--- src/bb3_pkg.sv ---
package bb3_pkg;

  localparam int SUM_W = 12;   // up to nine 8-bit samples
  localparam int CNT_W = 4;    // sample count 1..9
  localparam int HEIGHT_LIMIT = 4096;

  typedef enum logic {
    REG_WIDTH  = 1'b0,
    REG_HEIGHT = 1'b1
  } reg_idx_t;

  // one pending result: channel sums, sample count, end-of-frame mark
  typedef struct packed {
    logic [2:0][SUM_W-1:0] sum;
    logic [CNT_W-1:0]      n;
    logic                  frame_end;
  } entry_t;

  // floor(65536 / (2n)) for the rounded mean
  function automatic logic [15:0] recip(input logic [CNT_W-1:0] n);
    logic [15:0] v;
    case (n)
      4'd1:    v = 16'd32768;
      4'd2:    v = 16'd16384;
      4'd3:    v = 16'd10922;
      4'd4:    v = 16'd8192;
      4'd5:    v = 16'd6553;
      4'd6:    v = 16'd5461;
      4'd7:    v = 16'd4681;
      4'd8:    v = 16'd4096;
      4'd9:    v = 16'd3640;
      default: v = 16'd0;
    endcase
    return v;
  endfunction

endpackage

--- src/bb3_queue.sv ---
module bb3_queue (
  input  logic            clk,
  input  logic            rst_n,
  input  logic            push_valid,
  input  bb3_pkg::entry_t push_data,
  output logic            push_ready,
  output logic            pop_valid,
  output bb3_pkg::entry_t pop_data,
  input  logic            pop
);

  bb3_pkg::entry_t slot_r [4];
  logic [1:0] wptr_r, rptr_r;
  logic [2:0] count_r;
  logic do_push, do_pop;

  assign push_ready = (count_r != 3'd4);
  assign pop_valid  = (count_r != 3'd0);
  assign pop_data   = slot_r[rptr_r];
  assign do_push    = push_valid && push_ready;
  assign do_pop     = pop && pop_valid;

  always_ff @(posedge clk) begin
    if (do_push) begin
      slot_r[wptr_r] <= push_data;
    end
  end

  always_ff @(posedge clk) begin
    if (!rst_n) begin
      wptr_r  <= '0;
      rptr_r  <= '0;
      count_r <= '0;
    end else begin
      if (do_push) begin
        wptr_r <= wptr_r + 2'd1;
      end
      if (do_pop) begin
        rptr_r <= rptr_r + 2'd1;
      end
      count_r <= count_r + {2'b0, do_push} - {2'b0, do_pop};
    end
  end

endmodule

--- config.mk ---
export PLATFORM = sky130hd
export DESIGN_NAME = bb3_queue
export DESIGN_NICKNAME = d
export VERILOG_FILES = /design/src/bb3_pkg.sv /design/src/bb3_queue.sv
export SDC_FILE = /design/constraint.sdc
export NUM_CORES = 1
export LEC_CHECK = 0
export BUFFER_PORTS_ARGS = -buffer_cell sky130_fd_sc_hd__buf_4
export CORE_ASPECT_RATIO = 1.4
export CORE_MARGIN = 5
export CORE_UTILIZATION = 35
export CTS_BUF_LIST = sky130_fd_sc_hd__clkbuf_4 sky130_fd_sc_hd__clkbuf_8
export DETAILED_ROUTE_END_ITERATION = 8
export SLEW_MARGIN = 15
export SYNTH_ARGS = -nofsm -noshare
export SYNTH_HDL_FRONTEND = slang
export SYNTH_SLANG_ARGS = --single-unit
--- constraint.sdc ---
create_clock -name clk -period 2.3 [get_ports clk]
set_input_delay 0.46 -clock clk [delete_from_list [all_inputs] [get_ports clk]]
set_output_delay 0.46 -clock clk [all_outputs]
set_load 0.01 [all_outputs]
==> qor.yml <==
outcome:
  outcome: "finished clean"
clock_network:
  cts_tree: "done"
  htreeDepth: 4
  cts_setup_buffers: 0
  cts_root_buf: "clkbuf_8"
  cts_buffers: 17
  clockBufferDepth: 2
  clkTransAtPathRegs_ns: 0.09
  clkSinkCount: 173
  clk-insertion-delay-late_ns: 0.44
floorplan:
  row_count: 58
  die-area_um2: 21300
  dieHeight_um: 170
  core_area_um2: 18100
  die_x_um: 125
  io_pins: 88
  start_util_pct: 35.6
setup_path:
  critical_path_class: "reg -> out"
  cp.arrival_ns: 1.78
  cp_data_required_time_ns: 1.84
  r2r_setup_slack_ns: 0.14
  startpoint_type: "register"
  endpoint_kind: "primary output"
  crit_fanout: 21
sta:
  hold_slack_ns: 0.207
  fin_crit_sh_pct: 97.3
  rsz0062_at_grt: "yes"
  timing.final.crit_period_ns: 2.24
  fmax_ghz: 0.447
  timing.slew.headroom_pct: 70.8
  finalHoldViolCount: 0
  worst_pin_slew_ns: 0.438
  final-max-slew-violation-count: 0
  skew_ns: 0.00828
  finalSetupViolations: 0
  setup_tns_ns: 0
pwr:
  p_leak_nw: 2.68
  vdd_ir_drop_max_mv: 0.521
  p_per_area_nw_per_um2: 1060
  p_total_w: 0.00843
grt:
  grt_overflow: 0
  grt_pass1_wl_um: 18700
  grt_pass1_vias: 3309
  grt_max_degree: 34
  track_usage_pct: 11.9
  antenna_found_initial: 2
yosys:
  syn_area_per_cell_um2: 24.5
  synth_seq_cells: 173
  netlist_area_um2: 6440
  synth_top_family_by_area: "multiplexers"
  synth-compound-area-share_pct: 0.447
  synth_top_area_share_pct: 76.5
  synth-simple-area-share_pct: 1.42
  synth.area.top_cells: "edfxtp_1 (76%), mux4_2 (14%), dfxtp_1 (2.8%)"
  syn-num-nets: 315
  synth-xor-area-share_pct: 0.544
  synth_area_leader_cell: "edfxtp_1"
  synthCells: 263
  synth-adder-area-share_pct: 1.48
  synth-warning-count: 0
  yosysSeqAreaShare_pct: 79.3
  muxShareOfSynthArea_pct: 14.7
  synthDistinctLibCells: 22
final_layout:
  drive_above_1_share_pct: 46.8
  area_delta_synth_final_pct: 23.8
  fillers: 1560
  final_util_pct: 44.1
  design_area_um2: 7970
  final_cell_mix: "edfxtp_1 (164), buf_4 (64), mux4_2 (41)"
  nets: 424
  layout_commonest_cell: "edfxtp_1"
  num_antenna_cells: 0
route:
  ant_nets: 0
  drtIter0Drc: 155
  drc: 0
  wl_met3_um: 532
  wl_met2_um: 6680
  top_layer_used: "met5"
  m1WireLength_um: 4590
  wl_um: 12000
  wl_per_cell_um: 19.2
  firstDrtPassIters: 4
  via_count: 2918
  vias_per_cell: 4.67
placement:
  placed_area_um2: 7440
  gp_congestion: 0.690
  dp_hpwl_um: 7590
  port_buffers: 87
run:
  maxCapViolations: 0
worst_hold_path:
  hp-class: "in -> reg"
-- critical path: stages (launching register included) --
cell     delay, ns
dfxtp_4       0.38
buf_12        0.21
mux4_2        0.58
buf_6         0.15
-- registers in the layout, indices dropped and copies added, names as in the netlist, named ones only --
name     count
rptr_r       2
count_r      3
slot_r     164
wptr_r       2
-- metrics by stage --
step / worst slack (ns) / std cells
5_1_grt: -0.0388 / 625
2_1_floorplan: 0.0829 / 263
3_3_place_gp: 0.164 / 593
6_report: 0.0632 / 625
4_1_cts: -0.00645 / 625
3_5_place_dp: 0.0425 / 593
-- final cells by class --
type / instances / area (µm²) / area share (%)
multi-input combinational: 74 / 1200 / 15.0
clock buffer: 18 / 241 / 3.03
timing repair buffer: 101 / 932 / 11.7
clock inverter: 14 / 168 / 2.10
sequential: 173 / 5110 / 64.1
tap: 240 / 300 / 3.77
inverter: 5 / 18.8 / 0.235
-- power by group --
group / internal, W / switching [W]
combinational: 0.00130 / 0.00104
clock: 0.00109 / 0.00107
sequential: 0.00382 / 0.000118
total: 0.00621 / 0.00222
-- per-layer routing --
| metal | global-route usage (%) | up-vias |
|---|---|---|
| met5 | 0 | - |
| met4 | 4.29 | 4 |
| li1 | - | 1309 |
| met1 | 12.6 | 1527 |
| met3 | 4.34 | 14 |
| met2 | 21.8 | 64 |
-- worst paths after layout --
kind / startpoint / to / depth (start not counted)
hold reg to reg: wptr_r[0]$_SDFFE_PN0P_ / wptr_r[0]$_SDFFE_PN0P_ / 2
setup reg to reg: count_r[1]$_SDFF_PN0_ / count_r[2]$_SDFF_PN0_ / 11
hold / removal: push_data[12] / slot_r[1][12]$_DFFE_PP_ / 1
setup / recovery: register / pop_data[38] / 3
-- cells by family (layout without fill, tap and decap cells) --
| group | after synthesis | in the layout |
|---|---|---|
| XOR/XNOR | 4 | 4 |
| buffers and inverters | 16 | 138 |
| AO/OA/AOI/OAI | 3 | 3 |
| adder cells (fa/ha/maj) | 7 | 7 |
| flip-flops | 173 | 173 |
| multiplexers | 43 | 43 |
| AND/OR/NAND/NOR | 17 | 17 |
-- repair_timing --
item,in CTS,in global routing
hold buffers,0,0
resized for setup,3,33
setup endpoints to repair,3,34
-- synthesized netlist by cell type, drive strengths merged --
library cell / instances
fa: 1
or3: 1
clkbuf: 1
xnor2: 4
inv: 5
nand2: 5
nor2b: 3
nor2: 1
mux2i: 2
o311ai: 1
dfxtp: 9
buf: 10
o31a: 1
a21boi: 1
mux4: 41
edfxtp: 164
and2: 7
ha: 6
Power figures use the tool's default switching activity.
