==> config.mk <==
export PLATFORM = sky130hd
export DESIGN_NAME = bb3_back_flat
export DESIGN_NICKNAME = d
export VERILOG_FILES = /design/src/bb3_pkg.sv /design/src/bb3_out_if.sv /design/src/bb3_back.sv /design/src/flat_wrapper.sv
export SDC_FILE = /design/constraint.sdc
export NUM_CORES = 1
export LEC_CHECK = 0
export ABC_CLOCK_PERIOD_IN_PS = 11200
export BUFFER_PORTS_ARGS = -buffer_cell sky130_fd_sc_hd__buf_2
export CORE_MARGIN = 2
export CORE_UTILIZATION = 50
export CTS_BUF_LIST = sky130_fd_sc_hd__clkbuf_16
export CTS_CLUSTER_SIZE = 28
export DETAILED_ROUTE_END_ITERATION = 12
export GPL_TIMING_DRIVEN = 0
export PLACE_DENSITY = 0.66
export SLEW_MARGIN = 0
export SYNTH_ARGS = -nofsm -noshare
export SYNTH_HDL_FRONTEND = slang
export SYNTH_SLANG_ARGS = --single-unit
==> constraint.sdc <==
create_clock -name clk -period 11.2 [get_ports clk]
set_clock_uncertainty 0.2 [all_clocks]
set_input_delay 2.24 -clock clk [delete_from_list [all_inputs] [get_ports clk]]
set_output_delay 2.24 -clock clk [all_outputs]
set_load 0.03 [all_outputs]
==> src/bb3_pkg.sv <==
package bb3_pkg;

  localparam int SUM_W = 12;   // up to nine 8-bit samples
  localparam int CNT_W = 4;    // sample count 1..9
  localparam int HEIGHT_LIMIT = 4096;

  typedef enum logic {
    REG_WIDTH  = 1'b0,
    REG_HEIGHT = 1'b1
  } reg_idx_t;

  // one pending result: channel sums, sample count, end-of-frame mark
  typedef struct packed {
    logic [2:0][SUM_W-1:0] sum;
    logic [CNT_W-1:0]      n;
    logic                  frame_end;
  } entry_t;

  // floor(65536 / (2n)) for the rounded mean
  function automatic logic [15:0] recip(input logic [CNT_W-1:0] n);
    logic [15:0] v;
    case (n)
      4'd1:    v = 16'd32768;
      4'd2:    v = 16'd16384;
      4'd3:    v = 16'd10922;
      4'd4:    v = 16'd8192;
      4'd5:    v = 16'd6553;
      4'd6:    v = 16'd5461;
      4'd7:    v = 16'd4681;
      4'd8:    v = 16'd4096;
      4'd9:    v = 16'd3640;
      default: v = 16'd0;
    endcase
    return v;
  endfunction

endpackage

==> src/bb3_out_if.sv <==
interface bb3_out_if;
  logic       valid;
  logic       ready;
  logic [7:0] out_red;
  logic [7:0] out_green;
  logic [7:0] out_blue;
  logic       frame_end;
  modport source (output valid, out_red, out_green, out_blue, frame_end, input ready);
  modport sink (input valid, out_red, out_green, out_blue, frame_end, output ready);
endinterface

==> src/bb3_back.sv <==
module bb3_back (
  input  logic            clk,
  input  logic            rst_n,
  input  logic            pop_valid,
  input  bb3_pkg::entry_t pop_data,
  output logic            pop,
  bb3_out_if.source       out_chan
);

  logic        s1_v_r, s1_fe_r, out_v_r;
  logic [12:0] x_r [3];
  logic [28:0] prod_r [3];
  logic [4:0]  d_r;
  logic [7:0]  q_out [3];
  logic [7:0]  res_r [3];
  logic        fe_r;
  logic        ready2, load1;

  assign ready2 = !out_v_r || out_chan.ready;
  assign load1  = !s1_v_r || ready2;
  assign pop    = pop_valid && load1;

  assign out_chan.valid     = out_v_r;
  assign out_chan.out_red   = res_r[0];
  assign out_chan.out_green = res_r[1];
  assign out_chan.out_blue  = res_r[2];
  assign out_chan.frame_end = fe_r;

  // estimate is exact or one low; one compare fixes it
  always_comb begin
    for (int k = 0; k < 3; k++) begin
      logic [12:0] q0, rem, q;
      logic [17:0] m;
      q0  = prod_r[k][28:16];
      m   = 18'(q0) * 18'(d_r);
      rem = x_r[k] - m[12:0];
      q   = (rem >= 13'(d_r)) ? q0 + 13'd1 : q0;
      q_out[k] = (q > 13'd255) ? 8'd255 : q[7:0];
    end
  end

  always_ff @(posedge clk) begin
    if (load1 && pop_valid) begin
      for (int k = 0; k < 3; k++) begin
        logic [12:0] x;
        x = {pop_data.sum[2-k], 1'b0} + 13'(pop_data.n);
        x_r[k]    <= x;
        prod_r[k] <= 29'(x) * 29'(bb3_pkg::recip(pop_data.n));
      end
      d_r     <= {pop_data.n, 1'b0};
      s1_fe_r <= pop_data.frame_end;
    end
    if (ready2 && s1_v_r) begin
      res_r <= q_out;
      fe_r  <= s1_fe_r;
    end
  end

  always_ff @(posedge clk) begin
    if (!rst_n) begin
      s1_v_r  <= 1'b0;
      out_v_r <= 1'b0;
    end else begin
      if (load1) begin
        s1_v_r <= pop_valid;
      end
      if (ready2) begin
        out_v_r <= s1_v_r;
      end
    end
  end

endmodule

==> src/flat_wrapper.sv <==
// flat-port wrapper written by rule: the top's interface ports become plain ports
module bb3_back_flat 
  (clk, rst_n, pop_valid, pop_data, pop, out_chan_valid, out_chan_out_red, out_chan_out_green, out_chan_out_blue, out_chan_frame_end, out_chan_ready);
  bb3_out_if out_chan_i ();
  input  logic clk;
  input  logic rst_n;
  input  logic pop_valid;
  input  bb3_pkg::entry_t pop_data;
  output logic pop;
  output wire logic [$bits(out_chan_i.valid)-1:0] out_chan_valid;
  output wire logic [$bits(out_chan_i.out_red)-1:0] out_chan_out_red;
  output wire logic [$bits(out_chan_i.out_green)-1:0] out_chan_out_green;
  output wire logic [$bits(out_chan_i.out_blue)-1:0] out_chan_out_blue;
  output wire logic [$bits(out_chan_i.frame_end)-1:0] out_chan_frame_end;
  input wire logic [$bits(out_chan_i.ready)-1:0] out_chan_ready;
  assign out_chan_valid = out_chan_i.valid;
  assign out_chan_out_red = out_chan_i.out_red;
  assign out_chan_out_green = out_chan_i.out_green;
  assign out_chan_out_blue = out_chan_i.out_blue;
  assign out_chan_frame_end = out_chan_i.frame_end;
  assign out_chan_i.ready = out_chan_ready;
  bb3_back u_core (.clk(clk), .rst_n(rst_n), .pop_valid(pop_valid), .pop_data(pop_data), .pop(pop), .out_chan(out_chan_i));
endmodule
==> results.yml <==
power_and_ir_drop:
  p_leak_uw: 0.01478
  ir_drop_v: 0.0002454
  power_uw: 4830
  power_density_nw_per_um2: 163.9
logic_synthesis:
  synth.most_common_cell: "inv_1"
  synth_common_cells: "inv_1 (678), nand2_1 (555), fa_1 (516)"
  synth_fp_nets: 3993
  ys.warnings.count: 0
  synth_cell_type_count: 69
  synth_area_sq_um: 27750
  synth_ff_type: "edfxtp_1"
  synth.area.top_cells: "fa_1 (37%), ha_1 (14%), edfxtp_1 (11%)"
  synth-seq-area-share_pct: 11.51
  synth-seq-cells: 107
  synth_top_area_cell: "fa_1"
  synth_edf_count: 105
  synth_top_area_share_pct: 37.23
  async_flop_share_pct: 0
  syn_inst: 3127
  synth_area_per_cell_sq_um: 8.873
global_routing:
  grt_pass1_wl_um: 122000
  antenna_found_initial: 1
  grt_max_degree: 30
  grtUsageTotal_pct: 28.03
  overflow: 0
  first_global_vias: 22620
timing:
  setup_tns_ps: 0
  min_period_over_period_pct: 97.19
  finalHoldViolations: 0
  rsz0062_at_grt: "false"
  max_freq_ghz: 0.09187
  hold_ws_ps: 229.9
  finalWorstSetupSlack_ps: 314.9
  maxSlewHeadroom_pct: 9.888
  min_period_ps: 10890
  setup_viol: 0
  tightest_slew_ps: 1352
  maxSlewViolCount: 0
critical_path:
  critPathKind: "in -> reg"
  crit_required_ps: 11120
  path_common_cell: "fa_1"
  crit_cells: 29
  critPathBufInv: 6
  arrival_ps: 10810
  worstPathMaxFanout: 11
  r2r_cells: 24
  critPathTopFamily: "adder cells"
  cp_slowest_cell: "xor2_1"
  slowest_delay_ps: 790
  setup.worst_path.start_class: "primary input"
  endpoint_kind: "register"
routing:
  wl_per_cell_um: 19.34
  viasPerCell: 5.429
  firstDrtPassIters: 5
  vias: 21540
  drt_iter0_drc: 1666
  routed_wirelength_um: 76710
  ant_nets: 0
  drc: 0
clock_network:
  hold_buffers: 0
  htree_levels: 3
  cts_sinks: 107
  root_buffer: "clkbuf_16"
  cts_tree: "done"
  path_clk_slew_ps: 70
  cts_buffers: 9
  postCtsSetupBuffers: 0
  clk_path_buf_depth: 2
  clk_latency_ps: 370
  cts_resized: 0
cells_and_area:
  nFillCells: 5098
  final_util_pct: 53.59
  seq_area_sq_um: 3193
  drive_gt1_share_pct: 3.541
  antenna_cells: 0
  areaGrowthSynthToFinish_pct: 6.196
  multiInputGateArea_sq_um: 21650
  nNetsFinal: 4080
placed_design:
  io_buffers: 71
  dp_slack_ps: -222.3
  place_congestion: 0.9601
  dp_hpwl_um: 64800
die:
  initial_utilization_pct: 50.46
  rows: 86
  pin_count: 72
  die_h_um: 239.6
  die-area_sq_um: 57390
  core_area_sq_um: 54990
  die_w_um: 239.6
run:
  maxCapViolations: 0
outcome:
  outcome: "finished clean"
worst_hold_path:
  hold_path_class: "reg -> reg"
  whs_path_depth: 0
layer usage:
layer / wire (um) / GRT usage, %
met5: 138 / 1.645
met4: 2397 / 8.390
met3: 6838 / 6.108
met2: 36230 / 46.87
met1: 31100 / 36.34
flip-flops by register name (all words and copies together) (netlist names):
signal / flops
u_core.prod_r: 39
u_core.x_r: 36
u_core.out_chan.out_blue: 8
u_core.out_chan.out_green: 8
u_core.out_chan.out_red: 8
u_core.d_r: 4
u_core.out_chan.frame_end: 1
u_core.out_chan.valid: 1
u_core.s1_fe_r: 1
u_core.s1_v_r: 1
final cells by class:
cell class / instances / share of cell area, %
buffer: 94 / 1.223
clock buffer: 9 / 0.7643
clock inverter: 7 / 0.2335
inverter: 688 / 8.764
multi-input combinational: 2238 / 73.49
sequential: 107 / 10.84
tap: 748 / 3.176
timing repair buffer: 76 / 1.512
final timing paths:
path / startpoint / slack (ps) / endpoint
min: u_core.s1_fe_r / 230 / u_core.out_chan.frame_end
min reg2reg: u_core.s1_fe_r / 230 / u_core.out_chan.frame_end
max: pop_data[3] / 310 / u_core.prod_r[0][86]
max reg2reg: u_core.d_r[2] / 3670 / u_core.out_chan.out_red[3]
report_power, final:
part	switching, uW	total (uW)	internal [uW]
logic	2260	3860	1610
registers	107	638	531
clock network	154	327	173
total	2520	4830	2310
kinds of logic (layout without fill, tap and decap cells):
| kind of cell | count (synthesis) | in the layout | synth area share [%] |
|---|---|---|---|
| AND/OR/NAND/NOR | 1028 | 1028 | 16.12 |
| XOR/XNOR | 141 | 141 | 4.500 |
| adder cells (fa/ha/maj) | 821 | 821 | 50.98 |
| buffers and inverters | 782 | 874 | 10.60 |
| flip-flops | 107 | 107 | 11.51 |
| AO/OA/AOI/OAI | 236 | 236 | 5.844 |
| multiplexers | 12 | 12 | 0.4464 |
cell usage in the layout (no fill, tap or decap), types with 10 or more instances in the layout:
cell / n
a211oi_1: 13
a21o_1: 33
a21oi_1: 69
and2_1: 102
and3_1: 28
buf_2: 72
clkbuf_1: 90
clkinv_1: 10
edfxtp_1: 105
fa_1: 516
ha_1: 305
inv_1: 680
nand2_1: 555
nand3_1: 24
nand4_1: 16
nor2_1: 215
nor2b_1: 17
nor3_1: 28
o21a_1: 19
o21ai_0: 31
xnor2_1: 91
xor2_1: 46
stage by stage:
stage,area (sq um),cells
final,29470,3967
after detailed placement,29150,3951
after CTS,29440,3967
after global routing,29470,3967
after global placement,29040,3946
after floorplan,27750,3127
Power figures use the tool's default switching activity.
